$ cat config.mk
export PLATFORM = sky130hd
export DESIGN_NAME = first_match_pattern_search
export DESIGN_NICKNAME = d
export VERILOG_FILES = /design/src/rtl/fmps_pkg.sv /design/src/rtl/fmps_front.sv /design/src/rtl/fmps_back.sv /design/src/rtl/first_match_pattern_search.sv
export VERILOG_INCLUDE_DIRS = /design/src /design/src/rtl
export SDC_FILE = /design/constraint.sdc
export NUM_CORES = 1
export LEC_CHECK = 0
export BUFFER_PORTS_ARGS = -buffer_cell sky130_fd_sc_hd__buf_2
export CAP_MARGIN = 20
export CORE_ASPECT_RATIO = 0.9
export CORE_UTILIZATION = 40
export DETAILED_ROUTE_END_ITERATION = 6
export GPL_TIMING_DRIVEN = 1
export PLACE_DENSITY_LB_ADDON = 0.15
export SLEW_MARGIN = 20
export SYNTH_ARGS = -nofsm -noshare
export SYNTH_HDL_FRONTEND = slang
export SYNTH_SLANG_ARGS = --single-unit
$ cat constraint.sdc
create_clock -name clock -period 4.98 [get_ports clock]
set_input_delay 0.996 -clock clock [delete_from_list [all_inputs] [get_ports clock]]
set_output_delay 0.996 -clock clock [all_outputs]
set_load 0.05 [all_outputs]
$ cat src/rtl/first_match_pattern_search_macros.svh
// ----------------------------------------------------------------------------
// first_match_pattern_search assertion macros
// Assertion helpers for the pattern search block, empty when SYNTH is set.
// ----------------------------------------------------------------------------
`ifndef FIRST_MATCH_PATTERN_SEARCH_MACROS_SVH
`define FIRST_MATCH_PATTERN_SEARCH_MACROS_SVH

`ifndef SYNTH
// same-cycle implication
`define FMPS_ASSERT_NOW(label, clk, rst, ante, cons) \
   label: assert property (@(posedge clk) disable iff (rst) (ante) |-> (cons)) \
      else $error("assertion failed");
// next-cycle implication
`define FMPS_ASSERT_NEXT(label, clk, rst, ante, cons) \
   label: assert property (@(posedge clk) disable iff (rst) (ante) |=> (cons)) \
      else $error("assertion failed");
`else
`define FMPS_ASSERT_NOW(label, clk, rst, ante, cons)
`define FMPS_ASSERT_NEXT(label, clk, rst, ante, cons)
`endif

`endif

$ cat src/rtl/fmps_pkg.sv
// ----------------------------------------------------------------------------
// fmps_pkg
// Shared constants and types of the first-match pattern search block.
// ----------------------------------------------------------------------------
package fmps_pkg;

   localparam int PATTERN_MAX  = 8;
   localparam int SEQUENCE_MAX = 256;

   localparam int SYMBOL_W  = 16;
   localparam int SLOT_W    = 3;
   localparam int CFG_W     = 4;
   localparam int POS_W     = 8;
   localparam int PAT_IDX_W = (PATTERN_MAX > 1) ? $clog2(PATTERN_MAX) : 1;
   localparam int LEN_W     = $clog2(PATTERN_MAX + 1);
   localparam int SEEN_W    = $clog2(SEQUENCE_MAX + 1);

   localparam int REQ_DATA_W = 24;   // slot, symbol, zero fill
   localparam int RSP_DATA_W = 16;   // matched, position, zero fill

   localparam int QUEUE_DEPTH = 2;
   localparam int QPTR_W      = $clog2(QUEUE_DEPTH);
   localparam int QCNT_W      = $clog2(QUEUE_DEPTH + 1);

   typedef enum logic {
      OP_LOAD   = 1'b0,
      OP_SYMBOL = 1'b1
   } fmps_op_type;

   typedef struct packed {
      fmps_op_type               kind;
      logic [PAT_IDX_W-1:0]      idx;
      logic [SYMBOL_W-1:0]       symbol;
      logic                      last;
   } fmps_cmd_type;

endpackage

$ cat src/rtl/fmps_front.sv
// ----------------------------------------------------------------------------
// fmps_front
// Accepts requests, classifies them into commands and queues them.
// ----------------------------------------------------------------------------
module fmps_front
   import fmps_pkg::*;
(
   input  logic                  clock,
   input  logic                  reset,
   input  logic                  req_tvalid,
   output logic                  req_tready,
   input  logic [REQ_DATA_W-1:0] req_tdata,   // slot [2:0], symbol [18:3], zero fill
   input  logic                  req_tuser,   // op
   input  logic                  req_tlast,
   output logic                  head_valid,
   output fmps_cmd_type          head_cmd,
   input  logic                  head_pop
);

   fmps_cmd_type         entry_ff [QUEUE_DEPTH];
   fmps_cmd_type         cmd;
   logic [QPTR_W-1:0]    wr_ptr_ff, wr_ptr_in;
   logic [QPTR_W-1:0]    rd_ptr_ff, rd_ptr_in;
   logic [QCNT_W-1:0]    count_ff, count_in;
   logic [SLOT_W-1:0]    slot;
   logic                 keep;
   logic                 push;
   logic                 pop;

   assign slot       = req_tdata[SLOT_W-1:0];
   assign req_tready = (count_ff != QCNT_W'(QUEUE_DEPTH));
   assign head_valid = (count_ff != '0);
   assign head_cmd   = entry_ff[rd_ptr_ff];

   always_comb begin
      cmd.kind   = fmps_op_type'(req_tuser);
      cmd.idx    = PAT_IDX_W'(slot);
      cmd.symbol = req_tdata[SLOT_W +: SYMBOL_W];
      cmd.last   = req_tlast & (cmd.kind == OP_SYMBOL);
      // loads to slots that do not exist are dropped here
      keep = (cmd.kind == OP_SYMBOL) || (int'(slot) < PATTERN_MAX);
   end

   assign push = req_tvalid && req_tready && keep;
   assign pop  = head_pop && head_valid;

   always_comb begin
      wr_ptr_in = push ? QPTR_W'(wr_ptr_ff + 1'b1) : wr_ptr_ff;
      rd_ptr_in = pop  ? QPTR_W'(rd_ptr_ff + 1'b1) : rd_ptr_ff;
      count_in  = count_ff;
      unique case ({push, pop})
         2'b10:   begin
            count_in = QCNT_W'(count_ff + 1'b1);
         end
         2'b01:   begin
            count_in = QCNT_W'(count_ff - 1'b1);
         end
         default: begin
            count_in = count_ff;
         end
      endcase
   end

   always_ff @(posedge clock) begin
      if (reset) begin
         wr_ptr_ff <= '0;
         rd_ptr_ff <= '0;
         count_ff  <= '0;
      end else begin
         wr_ptr_ff <= wr_ptr_in;
         rd_ptr_ff <= rd_ptr_in;
         count_ff  <= count_in;
      end
   end

   always_ff @(posedge clock) begin
      if (push) begin
         entry_ff[wr_ptr_ff] <= cmd;
      end
   end

endmodule

$ cat src/rtl/fmps_back.sv
// ----------------------------------------------------------------------------
// fmps_back
// Executes queued commands: pattern loads, window shift, compare, result.
// ----------------------------------------------------------------------------
module fmps_back
   import fmps_pkg::*;
(
   input  logic                  clock,
   input  logic                  reset,
   input  logic                  csr_wr_en,
   input  logic [CFG_W-1:0]      csr_wr_data,
   input  logic                  head_valid,
   input  fmps_cmd_type          head_cmd,
   output logic                  head_pop,
   output logic                  rsp_tvalid,
   input  logic                  rsp_tready,
   output logic [RSP_DATA_W-1:0] rsp_tdata    // matched [0], position [8:1], zero fill
);

   logic [SYMBOL_W-1:0]   pattern_ff [PATTERN_MAX];
   logic [SYMBOL_W-1:0]   window_ff  [PATTERN_MAX];
   logic [SYMBOL_W-1:0]   window_in  [PATTERN_MAX];
   logic [SYMBOL_W-1:0]   shifted    [PATTERN_MAX];
   logic [CFG_W-1:0]      cfg_len_ff;
   logic [SEEN_W-1:0]     seen_ff, seen_in, seen_next;
   logic                  found_ff, found_in, found_a, found_b;
   logic [POS_W-1:0]      start_ff, start_in, start_a, start_b;
   logic                  rsp_valid_ff, rsp_valid_in;
   logic [RSP_DATA_W-1:0] rsp_data_ff, rsp_data_in;
   logic [LEN_W-1:0]      len_use;
   logic [LEN_W-1:0]      tap;
   logic                  out_free;
   logic                  take;
   logic                  sym_go;
   logic                  load_go;
   logic                  in_range;
   logic                  all_eq;
   logic                  hit;

   assign rsp_tvalid = rsp_valid_ff;
   assign rsp_tdata  = rsp_data_ff;

   assign len_use  = LEN_W'((int'(cfg_len_ff) > PATTERN_MAX) ? PATTERN_MAX
                                                             : int'(cfg_len_ff));
   assign out_free = !rsp_valid_ff || rsp_tready;
   // a last symbol waits until the output register can take its result
   assign take     = head_valid &&
                     ((head_cmd.kind == OP_LOAD) || !head_cmd.last || out_free);
   assign head_pop = take;
   assign sym_go   = take && (head_cmd.kind == OP_SYMBOL);
   assign load_go  = take && (head_cmd.kind == OP_LOAD);
   assign in_range = (int'(seen_ff) < SEQUENCE_MAX);
   assign seen_next = SEEN_W'(seen_ff + 1'b1);

   always_comb begin
      shifted[0] = head_cmd.symbol;
      for (int k = 1; k < PATTERN_MAX; k++) begin
         shifted[k] = window_ff[k-1];
      end
   end

   // pattern slot i lines up with window tap len-1-i
   always_comb begin
      all_eq = 1'b1;
      tap    = '0;
      for (int i = 0; i < PATTERN_MAX; i++) begin
         tap = LEN_W'(len_use - LEN_W'(1) - LEN_W'(i));
         if (LEN_W'(i) < len_use) begin
            if (pattern_ff[i] != shifted[tap[PAT_IDX_W-1:0]]) begin
               all_eq = 1'b0;
            end
         end
      end
   end

   always_comb begin
      // empty pattern matches at the start
      found_a = found_ff || (len_use == '0);
      start_a = found_ff ? start_ff : '0;
      hit     = in_range && !found_a && (int'(seen_next) >= int'(len_use)) && all_eq;
      found_b = found_a || hit;
      start_b = hit ? POS_W'(seen_next - SEEN_W'(len_use)) : start_a;
   end

   always_comb begin
      window_in    = window_ff;
      seen_in      = seen_ff;
      found_in     = found_ff;
      start_in     = start_ff;
      rsp_valid_in = rsp_tready ? 1'b0 : rsp_valid_ff;
      rsp_data_in  = rsp_data_ff;
      if (sym_go) begin
         if (head_cmd.last) begin
            for (int k = 0; k < PATTERN_MAX; k++) begin
               window_in[k] = '0;
            end
            seen_in      = '0;
            found_in     = 1'b0;
            start_in     = '0;
            rsp_valid_in = 1'b1;
            rsp_data_in  = RSP_DATA_W'({(found_b ? start_b : POS_W'(0)), found_b});
         end else begin
            if (in_range) begin
               window_in = shifted;
               seen_in   = seen_next;
            end
            found_in = found_b;
            start_in = start_b;
         end
      end
   end

   always_ff @(posedge clock) begin
      if (reset) begin
         for (int k = 0; k < PATTERN_MAX; k++) begin
            window_ff[k] <= '0;
         end
         cfg_len_ff   <= '0;
         seen_ff      <= '0;
         found_ff     <= 1'b0;
         start_ff     <= '0;
         rsp_valid_ff <= 1'b0;
      end else begin
         window_ff    <= window_in;
         cfg_len_ff   <= csr_wr_en ? csr_wr_data : cfg_len_ff;
         seen_ff      <= seen_in;
         found_ff     <= found_in;
         start_ff     <= start_in;
         rsp_valid_ff <= rsp_valid_in;
      end
   end

   always_ff @(posedge clock) begin
      rsp_data_ff <= rsp_data_in;
      if (load_go) begin
         pattern_ff[head_cmd.idx] <= head_cmd.symbol;
      end
   end

endmodule

$ cat src/rtl/first_match_pattern_search.sv
// ----------------------------------------------------------------------------
// first_match_pattern_search
// Streams a symbol sequence against a loaded pattern and reports the first hit.
// ----------------------------------------------------------------------------
// Requests arrive on req_*: req_tuser low loads symbol into pattern slot,
// req_tuser high presents a sequence symbol, req_tlast marks the sequence end.
// csr_wr_en/csr_wr_data write the pattern length (values above 8 act as 8);
// write it only while no request is in flight.
// One response per sequence leaves on rsp_*: matched flag and start position
// of the earliest match (position 0 when there is no match).
// Throughput: one request per cycle while no held response stalls a last
// symbol. A two-entry command queue sits between the request decoder and the
// execution stage, which shifts the window and compares all slots combinationally.
// With the queue empty the last symbol passes through the command queue and
// then the response register. While rsp_tready is low the finished response
// is held and the next sequence keeps streaming until its own last symbol
// reaches the execution stage; then the queue fills and req_tready drops.
// Reset clears the length, window and sequence state and empties the queue;
// pattern slots are not cleared and must be loaded before use.
// ----------------------------------------------------------------------------
`include "first_match_pattern_search_macros.svh"

module first_match_pattern_search
   import fmps_pkg::*;
(
   input  logic                  clock,
   input  logic                  reset,
   input  logic                  csr_wr_en,
   input  logic [CFG_W-1:0]      csr_wr_data,
   input  logic                  req_tvalid,
   output logic                  req_tready,
   input  logic [REQ_DATA_W-1:0] req_tdata,   // slot [2:0], symbol [18:3], zero fill
   input  logic                  req_tuser,   // op
   input  logic                  req_tlast,
   output logic                  rsp_tvalid,
   input  logic                  rsp_tready,
   output logic [RSP_DATA_W-1:0] rsp_tdata    // matched [0], position [8:1], zero fill
);

   logic         head_valid;
   fmps_cmd_type head_cmd;
   logic         head_pop;
   logic         last_pop;

   fmps_front u_front (
      .clock      (clock),
      .reset      (reset),
      .req_tvalid (req_tvalid),
      .req_tready (req_tready),
      .req_tdata  (req_tdata),
      .req_tuser  (req_tuser),
      .req_tlast  (req_tlast),
      .head_valid (head_valid),
      .head_cmd   (head_cmd),
      .head_pop   (head_pop)
   );

   fmps_back u_back (
      .clock       (clock),
      .reset       (reset),
      .csr_wr_en   (csr_wr_en),
      .csr_wr_data (csr_wr_data),
      .head_valid  (head_valid),
      .head_cmd    (head_cmd),
      .head_pop    (head_pop),
      .rsp_tvalid  (rsp_tvalid),
      .rsp_tready  (rsp_tready),
      .rsp_tdata   (rsp_tdata)
   );

   // a sequence end leaves the queue this cycle
   assign last_pop = head_pop && (head_cmd.kind == OP_SYMBOL) && head_cmd.last;

   // commands leave the queue only when one is there
   `FMPS_ASSERT_NOW(a_pop_needs_head, clock, reset, head_pop, head_valid)
   // a held response blocks the next sequence end
   `FMPS_ASSERT_NOW(a_stall_blocks_last, clock, reset, rsp_tvalid && !rsp_tready, !last_pop)
   // a response only follows a sequence end taken from the queue
   `FMPS_ASSERT_NOW(a_rsp_from_last, clock, reset, $rose(rsp_tvalid), $past(last_pop))

endmodule
==> run summary <==
area added between synthesis and finish - 11.9%
Starting Density - 40.5%
Total Routing Usage GR - 23.7%
synthesized instance count - 1541
final worst slack - 0.208 ns
proportion of synthesized area in mux cells - 24.1%
WL per Instance - 25.2 um
CP cell instances - and2b_2 > clkinv_1 > ha_4 > ha_4 > xor2_4 > buf_4 > mux4_2 > xor2_1 > nor4_1 > a21oi_1 > nor4_1 > o21ai_1 > a2111o_1 > buf_4 > o41ai_2
Ys Warns - 0
Total Neg Setup Slack - 0 ns
Slowest-stage cell, CP - mux4_2
Clock power frac - 34.8%
CP Capture Type - flop
core area - 0.0454 sq mm
Pleak - 7.12 nW
CP max FO - 17
CTS Root Cell - clkbuf_16
drt total wl - 55200 um
placed wire-length estimate - 37800 um
Syn Std Cell Area - 0.0184 sq mm
clock-pin slew of the registers on the worst-case setup and hold paths - 0.06 ns
Max IR drop VDD - 0.269 mV
via-per-instance ratio - 6.05
Post-synth EDFFs - 179
sequential power share - 39.6%
fmax - 210 MHz
max_cap viols - 0
share of cells above drive strength 1 - 19.3%
Mapped Avg Cell Area - 11.9 sq um
fin crit period - 4.77 ns
synth unique cells - 73
port buffer count - 40
slew margin rel. - 36.9%
register area share after synthesis - 44.5%
IO Count - 53
Design Area, Final - 0.0206 sq mm
post-CTS sizing - 0
storage element area - 0.00818 sq mm
RSZ-0062 raised after global routing - no
Area after DPL - 0.0193 sq mm
Setup Crit Path Kind - reg2reg
nets@finish - 1598
Least-Margin Pin Slew - 0.944 ns
H-tree levels - 2
CTS sink cnt - 319
HP Class - reg2reg
P_sw - 2.66 mW
Comb power frac - 25.5%
Hold Path Stages - 2
Synth area leaders - edfxtp_1 (29%), dfxtp_1 (15%), mux4_2 (14%), mux2i_1 (9.0%), xor2_1 (5.1%)
Final Power - 8.08 mW
total CTS buffers - 38
Placer Congestion - 0.980
Crit path largest cell delay - 0.55 ns
pre-CTS setup slack - 0.256 ns
number of global-route vias before repair - 12536
die area - 0.0468 sq mm
fin crit share - 95.8%
Reg2Reg Setup Slack - 0.21 ns
global-route wire length before repair - 82900 um
Synth Flop Type - edfxtp_1
GR Overflow Total - 0
largest area contributor in the netlist - edfxtp_1
fill count - 4187
Starting DRT DRC Count - 1188
FFs w/ async S/R, synth - 0%
crit path DAT - 5.24 ns
R2R cell count - 15
Post-Synth XOR/XNOR Area - 8.72%
post-CTS setup buffers - 0
Power Density - 393 mW/mm^2
row count - 74
Clk Latency, worst-skew pair - 0.57 ns
Net Sw Frac - 32.9%
final setup fails - 0
Max clock buf depth - 3
DR vias - 13243
simple-gate area share of the yosys netlist - 7.85%
Worst Skew - 0.0222 ns
crit start category - flop
Hold Buf Count CTS - 0
# diodes - 0
DRC viols - 0
multi-input logic area - 0.00968 sq mm
largest family of logic cells by synthesized area - multiplexers
Initial DRT Pass Iterations - 5
outcome - finished, final reports clean
CTS tree - built
pin count of the biggest net entering global routing - 89
Compound-Gate Fraction of Synth Area - 10.3%
flops & latches, synth - 319
share of the synthesized area in the top cell type - 29.2%
critical path required time - 5.45 ns
max-slew violations - 0
Final Hold Viols - 0
adder-cell share of the synthesized area - 0.790%
Die H - 205 um
initial antenna violation count - 0
Die W - 228 um
cell-internal power - 5.42 mW
Detail Route Antenna Nets - 0
## worst max-delay path, delay by kind of cell (launching register included)
family	cells	cell delay, ns
buffers and inverters	3	0.67
AND/OR/NAND/NOR	3	0.95
multiplexers	1	0.55
adder cells (fa/ha/maj)	2	0.53
XOR/XNOR	2	0.61
AO/OA/AOI/OAI	4	1.02
flip-flops	1	0.32
## power groups by stage
stage / Clock (mW) / Sequential, mW / Combinational, mW
after floorplan: 0 / 3.24 / 1.36
after global placement: 0 / 3.25 / 2.03
after detailed placement: 0 / 3.26 / 2.05
after CTS: 2.88 / 3.20 / 2.06
after global routing: 3.00 / 3.22 / 2.21
final: 2.82 / 3.20 / 2.06
## sequential cells by signal (all words and copies together), names as in the netlist, named ones only
name	flops
u_back.pattern_ff	128
u_back.shifted	112
u_front.entry_ff	42
u_back.rsp_tdata	9
u_back.seen_ff	9
u_back.start_ff	8
u_back.cfg_len_ff	4
u_front.count_ff	2
u_back.found_ff	1
u_back.rsp_tvalid	1
u_front.rd_ptr_ff	1
u_front.wr_ptr_ff	1
## kinds of logic after synthesis
| family | Yosys count |
|---|---|
| other | 1 |
| AO/OA/AOI/OAI | 266 |
| multiplexers | 298 |
| buffers and inverters | 139 |
| AND/OR/NAND/NOR | 324 |
| flip-flops | 319 |
| XOR/XNOR | 183 |
| adder cells (fa/ha/maj) | 11 |
## cells in the final DEF, fill, tap and decap left out, types with 4 or more instances in the layout
| master | Yosys | final |
|---|---|---|
| o21ai_1 | 10 | 10 |
| a22oi_1 | 120 | 120 |
| buf_12 | 0 | 7 |
| mux2_2 | 15 | 15 |
| clkbuf_1 | 48 | 10 |
| dfxtp_1 | 140 | 140 |
| o41ai_2 | 6 | 6 |
| o21ai_0 | 41 | 41 |
| o211ai_1 | 5 | 5 |
| edfxtp_1 | 179 | 179 |
| nor2_2 | 0 | 6 |
| inv_1 | 17 | 16 |
| nand3_1 | 12 | 12 |
| buf_2 | 24 | 39 |
| nor2_1 | 179 | 169 |
| clkbuf_16 | 0 | 41 |
| a31oi_1 | 4 | 4 |
| mux2i_1 | 165 | 165 |
| mux4_2 | 112 | 112 |
| conb_1 | 1 | 7 |
| xnor2_1 | 77 | 76 |
| nor4_1 | 15 | 15 |
| mux2_4 | 4 | 4 |
| nor2b_1 | 7 | 6 |
| xor2_1 | 106 | 105 |
| nor2_4 | 0 | 4 |
| o22ai_1 | 16 | 16 |
| a211oi_1 | 4 | 4 |
| nor3_1 | 12 | 12 |
| nand2b_1 | 6 | 5 |
| nand2_1 | 51 | 50 |
| ha_1 | 10 | 8 |
| a21oi_1 | 20 | 20 |
| a2bb2oi_1 | 4 | 4 |
| buf_4 | 12 | 39 |
| nand4_1 | 25 | 25 |
| clkinv_2 | 0 | 6 |
## stage by stage
| stage | util [%] | hold slack, ns | cells |
|---|---|---|---|
| 3_5_place_dp | 42.5 | 0.440 | 2120 |
| 5_1_grt | 45.3 | 0.469 | 2189 |
| 3_3_place_gp | 42.5 | 0.435 | 2120 |
| 4_1_cts | 45.3 | 0.447 | 2189 |
| 2_1_floorplan | - | 0.425 | 1547 |
| 6_report | 45.3 | 0.445 | 2189 |
## cell usage after synthesis, types with 24 or more instances
cell and instances:
mux4_2 112, buf_1 25, buf_2 24, edfxtp_1 179
nor2_1 179, nand2_1 51, xnor2_1 77, clkbuf_1 48
mux2i_1 165, o21ai_0 41, dfxtp_1 140, xor2_1 106
a22oi_1 120, nand4_1 25
## layer usage
layer / GRT usage [%] / up-vias / part of all wire, %
li1: - / 5891 / -
met1: 34.3 / 6744 / 45
met2: 35.9 / 529 / 45
met3: 4.02 / 79 / 7.0
met4: 7.89 / 0 / 2.6
met5: 0 / - / 0
## area by class of cell
type	count	area share (%)
Sequential cell	319	39.8
Timing Repair Buffer	85	3.05
Inverter	19	0.359
Clock inverter	13	0.693
Clock buffer	56	5.41
Tap cell	608	3.70
Multi-Input combinational cell	1089	47.0
## final timing paths
check                                     from                         endpoint
max reg2reg  u_back.cfg_len_ff[3]$_SDFFE_PP0P_  u_back.start_ff[2]$_SDFFE_PP0P_
min            u_back.start_ff[7]$_SDFFE_PP0P_  u_back.start_ff[7]$_SDFFE_PP0P_
min reg2reg    u_back.start_ff[7]$_SDFFE_PP0P_  u_back.start_ff[7]$_SDFFE_PP0P_
max          u_back.cfg_len_ff[3]$_SDFFE_PP0P_  u_back.start_ff[2]$_SDFFE_PP0P_
(Power assumes the default switching activity.)
